**src/rtl/core/alfe_pkg.sv**
```systemverilog
`timescale 1ns / 1ps
// ----------------------------------------------------------------------------
// alfe_pkg
// Shared types, codes and defaults for the addressable LED frame encoder.
// ----------------------------------------------------------------------------
package alfe_pkg;

  // Defaults for the top-level parameters
  localparam int unsigned LedCountDef   = 16;
  localparam int unsigned ResetSlotsDef = 64;
  localparam int unsigned FrameBytesDef = 512;

  localparam int unsigned PosW       = 12;  // frame byte counter
  localparam int unsigned BitsPerLed = 24;
  localparam int unsigned PixelW     = 24;  // {red, green, blue}
  localparam int unsigned PaddrW     = 3;
  localparam int unsigned PdataW     = 32;

  typedef enum logic [2:0] {
    ACT_SET_PIXEL = 3'd0,
    ACT_SET_CODE  = 3'd1,
    ACT_CLEAR     = 3'd2,
    ACT_START     = 3'd3,
    ACT_TICK      = 3'd4
  } action_e;

  // Register index, taken from paddr[2]
  localparam logic REG_ONE_PATTERN  = 1'b0;
  localparam logic REG_ZERO_PATTERN = 1'b1;

  localparam logic [7:0] ONE_PATTERN_RST  = 8'd248;
  localparam logic [7:0] ZERO_PATTERN_RST = 8'd192;

  // Colour codes for set by code
  localparam logic [7:0] COLOR_RED   = 8'd1;
  localparam logic [7:0] COLOR_BLUE  = 8'd2;
  localparam logic [7:0] COLOR_GREEN = 8'd3;
  localparam logic [7:0] COLOR_WHITE = 8'd4;

  // Channel order on the wire: green, red, blue
  localparam logic [1:0] CH_GREEN = 2'd0;
  localparam logic [1:0] CH_RED   = 2'd1;
  localparam logic [1:0] CH_BLUE  = 2'd2;

  localparam logic [2:0] BIT_LAST = 3'd7;

  typedef logic [PixelW-1:0] pixel_t;

  // Map a colour code and a level to a packed {red, green, blue} pixel
  function automatic pixel_t code_to_pixel(logic [7:0] code, logic [7:0] level);
    pixel_t pix;
    pix = '0;
    unique case (code)
      COLOR_RED:   pix = {level, 8'h00, 8'h00};
      COLOR_BLUE:  pix = {8'h00, 8'h00, level};
      COLOR_GREEN: pix = {8'h00, level, 8'h00};
      COLOR_WHITE: pix = {level, level, level};
      default:     pix = '0;
    endcase
    return pix;
  endfunction

endpackage

```
**src/rtl/core/alfe_ram.sv**
```systemverilog
`timescale 1ns / 1ps
// ----------------------------------------------------------------------------
// alfe_ram
// Generic simple dual-port RAM: one write port, one registered read port.
// ----------------------------------------------------------------------------
module alfe_ram #(
  parameter int unsigned Width = 24,
  parameter int unsigned Depth = 16,
  parameter int unsigned AddrW = (Depth > 1) ? $clog2(Depth) : 1
) (
  input  logic             clk_i,
  input  logic             we_i,
  input  logic [AddrW-1:0] waddr_i,
  input  logic [Width-1:0] wdata_i,
  input  logic             re_i,
  input  logic [AddrW-1:0] raddr_i,
  output logic [Width-1:0] rdata_o
);

  logic [Width-1:0] mem_q [Depth];
  logic [Width-1:0] rdata_q;

  always_ff @(posedge clk_i) begin
    if (we_i) begin
      mem_q[waddr_i] <= wdata_i;
    end
  end

  // Hold read data until the next read
  always_ff @(posedge clk_i) begin
    if (re_i) begin
      rdata_q <= mem_q[raddr_i];
    end
  end

  assign rdata_o = rdata_q;

endmodule

```
**src/rtl/core/addressable_led_frame_encoder.sv**
```systemverilog
`timescale 1ns / 1ps
// ----------------------------------------------------------------------------
// addressable_led_frame_encoder
// Pixel store and SPI bit-pattern frame generator for addressable LED strips.
// ----------------------------------------------------------------------------
// A tick's byte passes the input register, stage 2 and the output register.
// Throughput: one item per cycle unless stalled; one RAM read per active tick.
// Reset: frame idle, patterns at 248 / 192, every pixel reads as black (per-LED
// valid flags clear at once, no clearing pass).
// ----------------------------------------------------------------------------
module addressable_led_frame_encoder #(
  parameter int unsigned LED_COUNT   = alfe_pkg::LedCountDef,
  parameter int unsigned RESET_SLOTS = alfe_pkg::ResetSlotsDef,
  parameter int unsigned FRAME_BYTES = alfe_pkg::FrameBytesDef
) (
  input  logic                        clk_i,
  input  logic                        rst_ni,

  // Command / tick channel
  input  logic                        in_valid_i,
  output logic                        in_ready_o,
  input  logic [2:0]                  action_i,
  input  logic [7:0]                  pixel_index_i,
  input  logic [7:0]                  red_level_i,
  input  logic [7:0]                  green_level_i,
  input  logic [7:0]                  blue_level_i,
  input  logic [7:0]                  color_code_i,
  input  logic [7:0]                  brightness_i,

  // SPI byte channel
  output logic                        out_valid_o,
  input  logic                        out_ready_i,
  output logic [7:0]                  spi_byte_o,
  output logic                        frame_last_o,

  // Configuration port
  input  logic                        psel,
  input  logic                        penable,
  input  logic                        pwrite,
  input  logic [alfe_pkg::PaddrW-1:0] paddr,
  input  logic [alfe_pkg::PdataW-1:0] pwdata,
  output logic [alfe_pkg::PdataW-1:0] prdata,
  output logic                        pready
);

  import alfe_pkg::*;

  localparam int unsigned LedW = (LED_COUNT > 1) ? $clog2(LED_COUNT) : 1;

  // Frame layout bounds, one bit wider than the position counter
  localparam logic [PosW:0] PixStart = (PosW + 1)'(RESET_SLOTS);
  localparam logic [PosW:0] PixEnd   = (PosW + 1)'(RESET_SLOTS + BitsPerLed * LED_COUNT);
  localparam logic [PosW:0] LastPos  = (PosW + 1)'(FRAME_BYTES - 1);
  localparam logic [8:0]    LedLimit = 9'(LED_COUNT);
  localparam logic [LedW-1:0] LedMax = LedW'(LED_COUNT - 1);

  // --------------------------------------------------------------------------
  // Configuration registers
  // --------------------------------------------------------------------------
  logic [7:0] one_pat_q, zero_pat_q;
  logic       cfg_we;

  assign pready = 1'b1;
  assign cfg_we = psel & penable & pwrite;

  always_ff @(posedge clk_i or negedge rst_ni) begin
    if (!rst_ni) begin
      one_pat_q  <= ONE_PATTERN_RST;
      zero_pat_q <= ZERO_PATTERN_RST;
    end else if (cfg_we) begin
      unique case (paddr[2])
        REG_ONE_PATTERN:  one_pat_q  <= pwdata[7:0];
        REG_ZERO_PATTERN: zero_pat_q <= pwdata[7:0];
        default: ;
      endcase
    end
  end

  always_comb begin
    prdata = '0;
    unique case (paddr[2])
      REG_ONE_PATTERN:  prdata = {{(PdataW - 8){1'b0}}, one_pat_q};
      REG_ZERO_PATTERN: prdata = {{(PdataW - 8){1'b0}}, zero_pat_q};
      default:          prdata = '0;
    endcase
  end

  // --------------------------------------------------------------------------
  // Handshake: each stage advances when the one after it is empty or leaving
  // --------------------------------------------------------------------------
  logic s1_valid_q, s2_valid_q, out_valid_q;
  logic out_free, s2_adv, s2_free, s1_adv;

  assign out_free   = ~out_valid_q | out_ready_i;
  assign s2_adv     = s2_valid_q & out_free;
  assign s2_free    = ~s2_valid_q | out_free;
  assign s1_adv     = s1_valid_q & s2_free;
  assign in_ready_o = ~s1_valid_q | s2_free;

  // --------------------------------------------------------------------------
  // Stage 1: input register
  // --------------------------------------------------------------------------
  logic [2:0] s1_action_q;
  logic [7:0] s1_index_q, s1_red_q, s1_green_q, s1_blue_q, s1_code_q, s1_level_q;
  logic       in_xfer;

  assign in_xfer = in_valid_i & in_ready_o;

  always_ff @(posedge clk_i or negedge rst_ni) begin
    if (!rst_ni) begin
      s1_valid_q <= 1'b0;
    end else if (in_ready_o) begin
      s1_valid_q <= in_valid_i;
    end
  end

  always_ff @(posedge clk_i) begin
    if (in_xfer) begin
      s1_action_q <= action_i;
      s1_index_q  <= pixel_index_i;
      s1_red_q    <= red_level_i;
      s1_green_q  <= green_level_i;
      s1_blue_q   <= blue_level_i;
      s1_code_q   <= color_code_i;
      s1_level_q  <= brightness_i;
    end
  end

  // --------------------------------------------------------------------------
  // Frame sequencer and pixel store control (acts as the item leaves stage 1)
  // --------------------------------------------------------------------------
  logic                 active_q, active_d;
  logic [PosW-1:0]      pos_q, pos_d;
  logic [LedW-1:0]      led_q, led_d;
  logic [1:0]           chan_q, chan_d;
  logic [2:0]           bit_q, bit_d;
  logic [LED_COUNT-1:0] pix_vld_q, pix_vld_d;

  logic            idx_ok, in_pix, is_last, emit;
  logic            ram_we;
  pixel_t          ram_wdata;
  logic [LedW-1:0] ram_waddr;
  pixel_t          ram_rdata;

  assign idx_ok  = {1'b0, s1_index_q} < LedLimit;
  assign in_pix  = ({1'b0, pos_q} >= PixStart) && ({1'b0, pos_q} < PixEnd);
  assign is_last = {1'b0, pos_q} >= LastPos;
  assign ram_waddr = s1_index_q[LedW-1:0];

  always_comb begin
    active_d  = active_q;
    pos_d     = pos_q;
    led_d     = led_q;
    chan_d    = chan_q;
    bit_d     = bit_q;
    pix_vld_d = pix_vld_q;
    emit      = 1'b0;
    ram_we    = 1'b0;
    ram_wdata = {s1_red_q, s1_green_q, s1_blue_q};

    if (s1_adv) begin
      unique case (action_e'(s1_action_q))
        ACT_TICK: begin
          if (active_q) begin
            emit = 1'b1;
            if (is_last) begin
              // End of frame: drop back to idle and rewind
              active_d = 1'b0;
              pos_d    = '0;
              led_d    = '0;
              chan_d   = CH_GREEN;
              bit_d    = '0;
            end else begin
              pos_d = pos_q + PosW'(1);
              if (in_pix) begin
                bit_d = bit_q + 3'd1;
                if (bit_q == BIT_LAST) begin
                  if (chan_q == CH_BLUE) begin
                    chan_d = CH_GREEN;
                    led_d  = (led_q == LedMax) ? '0 : led_q + LedW'(1);
                  end else begin
                    chan_d = chan_q + 2'd1;
                  end
                end
              end
            end
          end
        end
        ACT_SET_PIXEL: begin
          if (!active_q && idx_ok) begin
            ram_we                 = 1'b1;
            pix_vld_d[ram_waddr]   = 1'b1;
          end
        end
        ACT_SET_CODE: begin
          if (!active_q && idx_ok) begin
            ram_we                 = 1'b1;
            ram_wdata              = code_to_pixel(s1_code_q, s1_level_q);
            pix_vld_d[ram_waddr]   = 1'b1;
          end
        end
        ACT_CLEAR: begin
          if (!active_q) begin
            pix_vld_d = '0;
          end
        end
        ACT_START: begin
          if (!active_q) begin
            active_d = 1'b1;
            pos_d    = '0;
            led_d    = '0;
            chan_d   = CH_GREEN;
            bit_d    = '0;
          end
        end
        default: ;
      endcase
    end
  end

  always_ff @(posedge clk_i or negedge rst_ni) begin
    if (!rst_ni) begin
      active_q  <= 1'b0;
      pos_q     <= '0;
      led_q     <= '0;
      chan_q    <= CH_GREEN;
      bit_q     <= '0;
      pix_vld_q <= '0;
    end else begin
      active_q  <= active_d;
      pos_q     <= pos_d;
      led_q     <= led_d;
      chan_q    <= chan_d;
      bit_q     <= bit_d;
      pix_vld_q <= pix_vld_d;
    end
  end

  // Pixel store; read data lines up with stage 2
  alfe_ram #(
    .Width (PixelW),
    .Depth (LED_COUNT),
    .AddrW (LedW)
  ) u_pixel_ram (
    .clk_i   (clk_i),
    .we_i    (ram_we),
    .waddr_i (ram_waddr),
    .wdata_i (ram_wdata),
    .re_i    (emit),
    .raddr_i (led_q),
    .rdata_o (ram_rdata)
  );

  // --------------------------------------------------------------------------
  // Stage 2: byte slot descriptor, alongside the RAM read
  // --------------------------------------------------------------------------
  logic       s2_in_pix_q, s2_vld_q, s2_last_q;
  logic [1:0] s2_chan_q;
  logic [2:0] s2_bit_q;

  always_ff @(posedge clk_i or negedge rst_ni) begin
    if (!rst_ni) begin
      s2_valid_q <= 1'b0;
    end else if (s1_adv) begin
      s2_valid_q <= emit;
    end else if (s2_adv) begin
      s2_valid_q <= 1'b0;
    end
  end

  always_ff @(posedge clk_i) begin
    if (emit) begin
      s2_in_pix_q <= in_pix;
      s2_vld_q    <= pix_vld_q[led_q];
      s2_last_q   <= is_last;
      s2_chan_q   <= chan_q;
      s2_bit_q    <= bit_q;
    end
  end

  // Pick the colour byte, then the bit, MSB first; unwritten pixels read black
  logic [7:0] level;
  logic [7:0] byte_d;

  always_comb begin
    level = 8'h00;
    if (s2_vld_q) begin
      unique case (s2_chan_q)
        CH_GREEN: level = ram_rdata[15:8];
        CH_RED:   level = ram_rdata[23:16];
        CH_BLUE:  level = ram_rdata[7:0];
        default:  level = 8'h00;
      endcase
    end
    if (!s2_in_pix_q) begin
      byte_d = 8'h00;
    end else if (level[BIT_LAST - s2_bit_q]) begin
      byte_d = one_pat_q;
    end else begin
      byte_d = zero_pat_q;
    end
  end

  // --------------------------------------------------------------------------
  // Output register
  // --------------------------------------------------------------------------
  logic [7:0] spi_byte_q;
  logic       frame_last_q;

  always_ff @(posedge clk_i or negedge rst_ni) begin
    if (!rst_ni) begin
      out_valid_q <= 1'b0;
    end else if (s2_adv) begin
      out_valid_q <= 1'b1;
    end else if (out_ready_i) begin
      out_valid_q <= 1'b0;
    end
  end

  always_ff @(posedge clk_i) begin
    if (s2_adv) begin
      spi_byte_q   <= byte_d;
      frame_last_q <= s2_last_q;
    end
  end

  assign out_valid_o  = out_valid_q;
  assign spi_byte_o   = spi_byte_q;
  assign frame_last_o = frame_last_q;

endmodule
```
**config.mk**
```make
export PLATFORM = sky130hd
export DESIGN_NAME = addressable_led_frame_encoder
export DESIGN_NICKNAME = d
export VERILOG_FILES = /design/src/rtl/core/alfe_pkg.sv /design/src/rtl/core/alfe_ram.sv /design/src/rtl/core/addressable_led_frame_encoder.sv
export SDC_FILE = /design/constraint.sdc
export NUM_CORES = 1
export LEC_CHECK = 0
export BUFFER_PORTS_ARGS = -buffer_cell sky130_fd_sc_hd__buf_2
export CAP_MARGIN = 20
export CORE_MARGIN = 2
export CORE_UTILIZATION = 32
export DETAILED_ROUTE_END_ITERATION = 12
export PLACE_DENSITY_LB_ADDON = 0.08
export SLEW_MARGIN = 20
export SYNTH_ARGS = -nofsm -noshare
export SYNTH_HDL_FRONTEND = slang
export SYNTH_SLANG_ARGS = --single-unit
export TNS_END_PERCENT = 20
```
**constraint.sdc**
```tcl
create_clock -name clk_i -period 4.2 [get_ports clk_i]
set_input_delay 0.21 -clock clk_i [delete_from_list [all_inputs] [get_ports clk_i]]
set_output_delay 0.21 -clock clk_i [all_outputs]
set_load 0.01 [all_outputs]
```
# Yosys cells after proc, flatten, opt, wreduce, memory -nomap -nowiden

Memory sizes are Yosys's and may differ from the RTL's. A register that Yosys moved wholly into a read port is not among the register bits.
Cells that the tools add are included.

Register bits after elaboration: 125
RAM bits: 384
Input bits: 93
Output and inout bits: 44
Logic and storage cells: 147
Memories: 1

Memory list:

| memory            | words | bits a word | read ports | clocked after memory_dff | write ports | line           | source |
|---|---|---|---|---|---|---|---|
| u_pixel_ram.mem_q | 16    | 24          | 1          | 1                        | 1           | alfe_ram.sv:20 | `logic [Width-1:0] mem_q [Depth];` |

$add $sub $neg: 5
Magnitude comparators: 8
Equality and inequality tests: 20
Mux-type cells: 56
Bitwise operators: 13
Reduce and logical (&&, ||, !) cells: 19

Operator list:

| kind                                                                                  | count |
|---|---|
| 24-bit one-hot mux with 4 select lines                                                | 1 |
| 24-bit two-way mux                                                                    | 3 |
| 32-bit one-hot mux with 2 select lines                                                | 1 |
| 12-bit two-way mux                                                                    | 3 |
| 16-bit two-way mux                                                                    | 2 |
| 16-bit one-hot mux with 2 select lines                                                | 1 |
| 4-bit two-way mux                                                                     | 7 |
| 12-bit one-hot mux with 2 select lines                                                | 1 |
| 8-bit one-hot mux with 3 select lines                                                 | 1 |
| 1-bit two-way mux                                                                     | 17 |
| 8-bit by 2-bit == test with 1-bit output (second input constant)                      | 2 |
| 8-bit two-way mux                                                                     | 2 |
| 16-bit OR                                                                             | 1 |
| 12-bit by 1-bit adder with 12-bit output (second input constant)                      | 1 |
| 12-bit by 7-bit greater-or-equal comparator with 1-bit output (second input constant) | 1 |
| 12-bit by 9-bit greater-or-equal comparator with 1-bit output (second input constant) | 1 |
| 12-bit by 9-bit less-than comparator with 1-bit output (second input constant)        | 1 |
| 2-bit two-way mux                                                                     | 6 |
| 3-bit two-way mux                                                                     | 4 |
| 4-bit by 5-bit less-than comparator with 1-bit output (second input constant)         | 2 |
| 3-bit != test (second input constant)                                                 | 3 |
| 8-bit by 1-bit == test with 1-bit output (second input constant)                      | 1 |
| 8-bit by 3-bit == test with 1-bit output (second input constant)                      | 1 |
| 8-bit by 5-bit less-than comparator with 1-bit output (second input constant)         | 1 |
| other kinds (35)                                                                      | 57 |

# Depth between registers and ports, before layout

Word-level depth: 8
Depth in mapped cells: 8
Mapped depth without buffers: 6

# Cells and area by module

Synthesis repeated with hierarchy kept, for this count alone.

Cells, all modules: 1110
Area total of the unflattened synthesis: 21082.7 µm²

Modules (own cells, without submodules):

| module                        | times used | cells an instance | area each (µm²) | seq. area each (µm²) |
|---|---|---|---|---|
| alfe_ram                      | 1          | 636               | 15170.8         | 12251.8 |
| addressable_led_frame_encoder | 1          | 474               | 5911.9          | 3477.1 |

# Least setup slack after synthesis

OpenSTA, ideal clock, no wires.

Kind: reg2reg
Start point: register out_valid_q (netlist: out_valid_o)
End point: memory u_pixel_ram.mem_q[8][0], enable pin
Setup time: 0.435 ns
Arrival time: 3.091 ns
Data required time: 3.765 ns
Path slack: 0.674 ns
Cell stages (with the launch flop): 7
Buffers on the path: 1
Period minus slack after synthesis: 3.526 ns
Cell sequence: dfrtp_1 > and3b_1 > or3_1 > buf_2 > nor2_1 > nand3b_1 > nor3_1

Longest elaborated chain between the ends: 7

Ends and longest elaborated chain:

| item                                    | line                                 | source |
|---|---|---|
| start, declared                         | addressable_led_frame_encoder.sv:91  | `logic s1_valid_q, s2_valid_q, out_valid_q;` |
| start signal, assigned                  | addressable_led_frame_encoder.sv:312 | `out_valid_q <= 1'b0;` |
| start signal, assigned                  | addressable_led_frame_encoder.sv:314 | `out_valid_q <= 1'b1;` |
| start signal, assigned                  | addressable_led_frame_encoder.sv:316 | `out_valid_q <= 1'b0;` |
| 1-bit inverter                          | addressable_led_frame_encoder.sv:94  | `assign out_free = ~out_valid_q \| out_ready_i;` |
| 1-bit OR                                | addressable_led_frame_encoder.sv:94  |  |
| 1-bit OR                                | addressable_led_frame_encoder.sv:96  | `assign s2_free = ~s2_valid_q \| out_free;` |
| 1-bit bitwise AND                       | addressable_led_frame_encoder.sv:97  | `assign s1_adv = s1_valid_q & s2_free;` |
| 1-bit two-way mux                       | addressable_led_frame_encoder.sv:161 | `if (s1_adv) begin` |
| 1-bit two-way mux                       | alfe_ram.sv:24                       | `if (we_i) begin` |
| 1-bit two-way mux (implied by the code) | alfe_ram.sv:25                       | `mem_q[waddr_i] <= wdata_i;` |
| end, declared                           | alfe_ram.sv:20                       |  |

No other way between the ends.

# Final worst setup path

Start point: register out_valid_q (netlist: out_valid_o)
End point: memory u_pixel_ram.mem_q[1][5] (data pin)

Longest elaborated chain between the ends: 5

Ends and longest elaborated chain:

| item                   | line                                 | source |
|---|---|---|
| 1-bit inverter         | addressable_led_frame_encoder.sv:94  |  |
| 1-bit OR               | addressable_led_frame_encoder.sv:94  |  |
| 1-bit OR               | addressable_led_frame_encoder.sv:96  |  |
| 1-bit bitwise AND      | addressable_led_frame_encoder.sv:97  |  |
| 24-bit two-way mux     | addressable_led_frame_encoder.sv:161 |  |
| named net ram_wdata[5] | addressable_led_frame_encoder.sv:141 | `pixel_t ram_wdata;` |

The timed path passes the listed nets, and every way through them passes these cells.

==> impl_metrics.env <==
export IMPL_routabilityCongestion=0.693
export IMPL_fin_crit_sh_pct=81.6
export IMPL_cts_resized_gates=0
export IMPL_synth_cells=1060
export IMPL_critPathLaunchType="register"
export IMPL_crit_buf_inv=2
export IMPL_power_leakage_uw=0.00847
export IMPL_ys_warn_count=0
export IMPL_drv_slew=0
export IMPL_reg2reg_to="u_pixel_ram.mem_q[1][5]$_DFFE_PP_"
export IMPL_ir_drop_v=0.000336
export IMPL_hp_class="input port to asynchronous set/reset pin"
export IMPL_ff_latch_area_um2=15700
export IMPL_slowest_stage="or3_1"
export IMPL_worst_slew_pin_slew_ps=1070
export IMPL_syn_area_um2=21000
export IMPL_cts_sinks=533
export IMPL_cts_buffers=59
export IMPL_cts_root_buf="clkbuf_16"
export IMPL_dp_hpwl_um=30300
export IMPL_fillCellCount=6041
export IMPL_crit_fanout=33
export IMPL_antenna_found_initial=1
export IMPL_cts_tree="done"
export IMPL_grt_max_degree=58
export IMPL_grt_pass1_wl_um=78000
export IMPL_track_usage_pct=16.1
export IMPL_avgSynthCellArea_um2=19.9
export IMPL_cap_viol_max_count=0
export IMPL_routed_via_density=4.84
export IMPL_synth_compound_area_share_pct=3.11
export IMPL_final_min_clock_period_ps=3430
export IMPL_die_h_um=260
export IMPL_status="completed"
export IMPL_r2r_cells=7
export IMPL_htreeDepth=2
export IMPL_critical_path_top_delay_family="simple AND/OR/NAND/NOR gates"
export IMPL_grt_ovfl_total=0
export IMPL_clockBufferDepth=3
export IMPL_clock_latency_ps=620
export IMPL_diodes=0
export IMPL_dr_pass1_iters=5
export IMPL_synth_xor_area_share_pct=0.0832
export IMPL_start_util_pct=32.2
export IMPL_vias=10500
export IMPL_r2r_start="out_valid_o$_DFFE_PN0P_"
export IMPL_port_buffers=85
export IMPL_relSlewSlack_pct=28.4
export IMPL_synth_top_family_by_area="multiplexers"
export IMPL_power_density_nw_per_um2=548
export IMPL_finalSetupViolCount=0
export IMPL_num_rows=94
export IMPL_wl_per_cell_um=24.5
export IMPL_synth_async_reset_ratio_pct=10.7
export IMPL_clkTransAtPathRegs_ps=60
export IMPL_final_cells=2174
export IMPL_io_pins=137
export IMPL_crit_path_end_kind="register"
export IMPL_ys_ff_latch=533
export IMPL_hold_violations=0
export IMPL_synth_fa_ha_area_share_pct=0.297
export IMPL_synth_edff_count=476
export IMPL_drive_above_1_share_pct=30.1
export IMPL_seq_area_frac_synth_pct=74.7
export IMPL_area_growth_pct=20.7
export IMPL_cp_required_ps=4540
export IMPL_drt_wl_total_um=53300
export IMPL_arrival_ps=3770
export IMPL_multi_input_area_um2=5120
export IMPL_finalSetupTns_ps=0
export IMPL_die_area_um2=67800
export IMPL_clock_skew_final_ps=14.8
export IMPL_synthMuxAreaShare_pct=15.5
export IMPL_placed_cells_incl_taps=2000
export IMPL_r2r_slack_ps=770
export IMPL_grt_pass1_vias=11200
export IMPL_synth_cell_types=55
export IMPL_die_w_um=260
export IMPL_path_class="register to register"
export IMPL_rsz0062_at_grt="no"
export IMPL_synth_simple_area_share_pct=4.29
export IMPL_drtAntennaViolNets=0
export IMPL_synth_main_ff_cell="edfxtp_1"
export IMPL_cp_cell_sequence="and3b_1 > or3_1 > or3_1 > buf_4 > nor4b_4 > buf_4 > a22o_1"
export IMPL_core_um2=65400
export IMPL_drt_iter0_markers=797
export IMPL_max_freq_mhz=292
export IMPL_nets=1358
export IMPL_critPathMaxStageDelay_ps=580
export IMPL_drc=0
## what timing repair did
item	4_1_cts	5_1_grt
setup buffers	0	0
hold buffers	62	0
endpoints found under the hold margin	120	0
endpoints found under the setup margin	0	0
## tightest hold or removal path, cell delays in order
cell and delay (ps):
dlygate4sd3_1 520, buf_2 100, buf_4 590
## cell type report
| class | count | share of cell area (%) |
|---|---|---|
| sequential | 533 | 62.0 |
| multi-input combinational | 471 | 20.2 |
| clock buffer | 75 | 6.17 |
| timing repair buffer | 188 | 5.66 |
| tap | 864 | 4.26 |
| clock inverter | 36 | 1.69 |
| inverter | 7 | 0.103 |
## layer usage
metal	wire [µm]	track usage, %	up-vias
met2	26500	26.8	217
met1	23700	22.1	5546
met5	0	0	-
met3	2170	2.76	66
li1	-	-	4686
met4	891	3.73	0
## per-stage QoR
| stage | setup WS, ps | utilization, % | power (µW) | area, µm² | hold slack, ps |
|---|---|---|---|---|---|
| 6_report | 773 | 38.8 | 13900 | 25400 | 300 |
| 5_1_grt | 624 | 38.8 | 14600 | 25400 | 280 |
| 4_1_cts | 766 | 38.8 | 14200 | 25400 | 261 |
| 3_5_place_dp | 778 | 34.8 | 8740 | 22800 | 388 |
| 3_3_place_gp | 814 | 34.8 | 8750 | 22800 | 387 |
| 2_1_floorplan | 674 | - | 8020 | 21100 | -85.6 |
## state kept, by name, indices dropped and copies added, names as in the netlist, 3 cells and up
register / count
u_pixel_ram.rdata_o: 24
s1_green_q: 8
pos_q: 12
s1_blue_q: 8
s1_red_q: 8
spi_byte_o: 8
s1_action_q: 3
zero_pat_q: 8
s1_code_q: 8
s1_level_q: 8
pix_vld_q: 16
bit_q: 3
led_q: 4
one_pat_q: 8
u_pixel_ram.mem_q: 384
s1_index_q: 8
s2_bit_q: 3
## report_power, final
part	internal, µW	total, µW	leakage, µW	switching, µW
logic	1260	2230	0.00246	965
clock network	3240	5320	0.000962	2090
registers	6040	6380	0.00505	343
total	10500	13900	0.00847	3400
## Yosys cell counts, types with 9 or more instances
cell / n / area [µm²]
a21oi_1: 18 / 90.1
nand2b_1: 9 / 56.3
nor3_1: 15 / 75.1
mux2i_1: 14 / 140
mux2_2: 27 / 304
nand3_1: 12 / 60.1
mux4_2: 125 / 2820
dfrtp_1: 50 / 1250
nor2_1: 42 / 158
a31oi_1: 9 / 56.3
nand3b_1: 9 / 67.6
o21ai_0: 30 / 150
a22o_1: 16 / 140
edfxtp_1: 476 / 14300
buf_4: 26 / 195
nand2_1: 50 / 188
clkbuf_1: 35 / 131
## layout by cell type, fill, tap and decap left out, types with 16 or more instances in the layout
cell type and n:
mux2_2 27, clkbuf_16 60, mux4_2 125, buf_2 85
nor2_1 30, a22o_1 16, a21oi_1 18, nand2_1 50
buf_4 33, dfrtp_1 46, o21ai_0 28, clkinv_1 17
conb_1 25, edfxtp_1 476, dlygate4sd3_1 62
## how the worst max path moves through the flow
stage | endpoint | slack, ps | cells after the start | start
6_report | u_pixel_ram.mem_q[1][5]$_DFFE_PP_ | 770 | 7 | out_valid_o$_DFFE_PN0P_
5_1_grt | u_pixel_ram.mem_q[3][5]$_DFFE_PP_ | 620 | 7 | out_valid_o$_DFFE_PN0P_
4_1_cts | u_pixel_ram.mem_q[1][5]$_DFFE_PP_ | 770 | 7 | out_valid_o$_DFFE_PN0P_
3_5_place_dp | u_pixel_ram.mem_q[3][5]$_DFFE_PP_ | 780 | 7 | out_valid_o$_DFFE_PN0P_
3_3_place_gp | u_pixel_ram.mem_q[1][5]$_DFFE_PP_ | 810 | 7 | s2_valid_q$_DFFE_PN0P_
2_1_floorplan | u_pixel_ram.mem_q[8][0]$_DFFE_PP_ | 670 | 6 | out_valid_o$_DFFE_PN0P_
## logic make-up after synthesis
group,count (synthesis)
other,2
buffers and inverters,79
multiplexers,166
AND/OR/NAND/NOR,174
flip-flops,533
XOR/XNOR,2
adder cells (fa/ha/maj),5
AO/OA/AOI/OAI,99
Power figures use the tool's default switching activity.
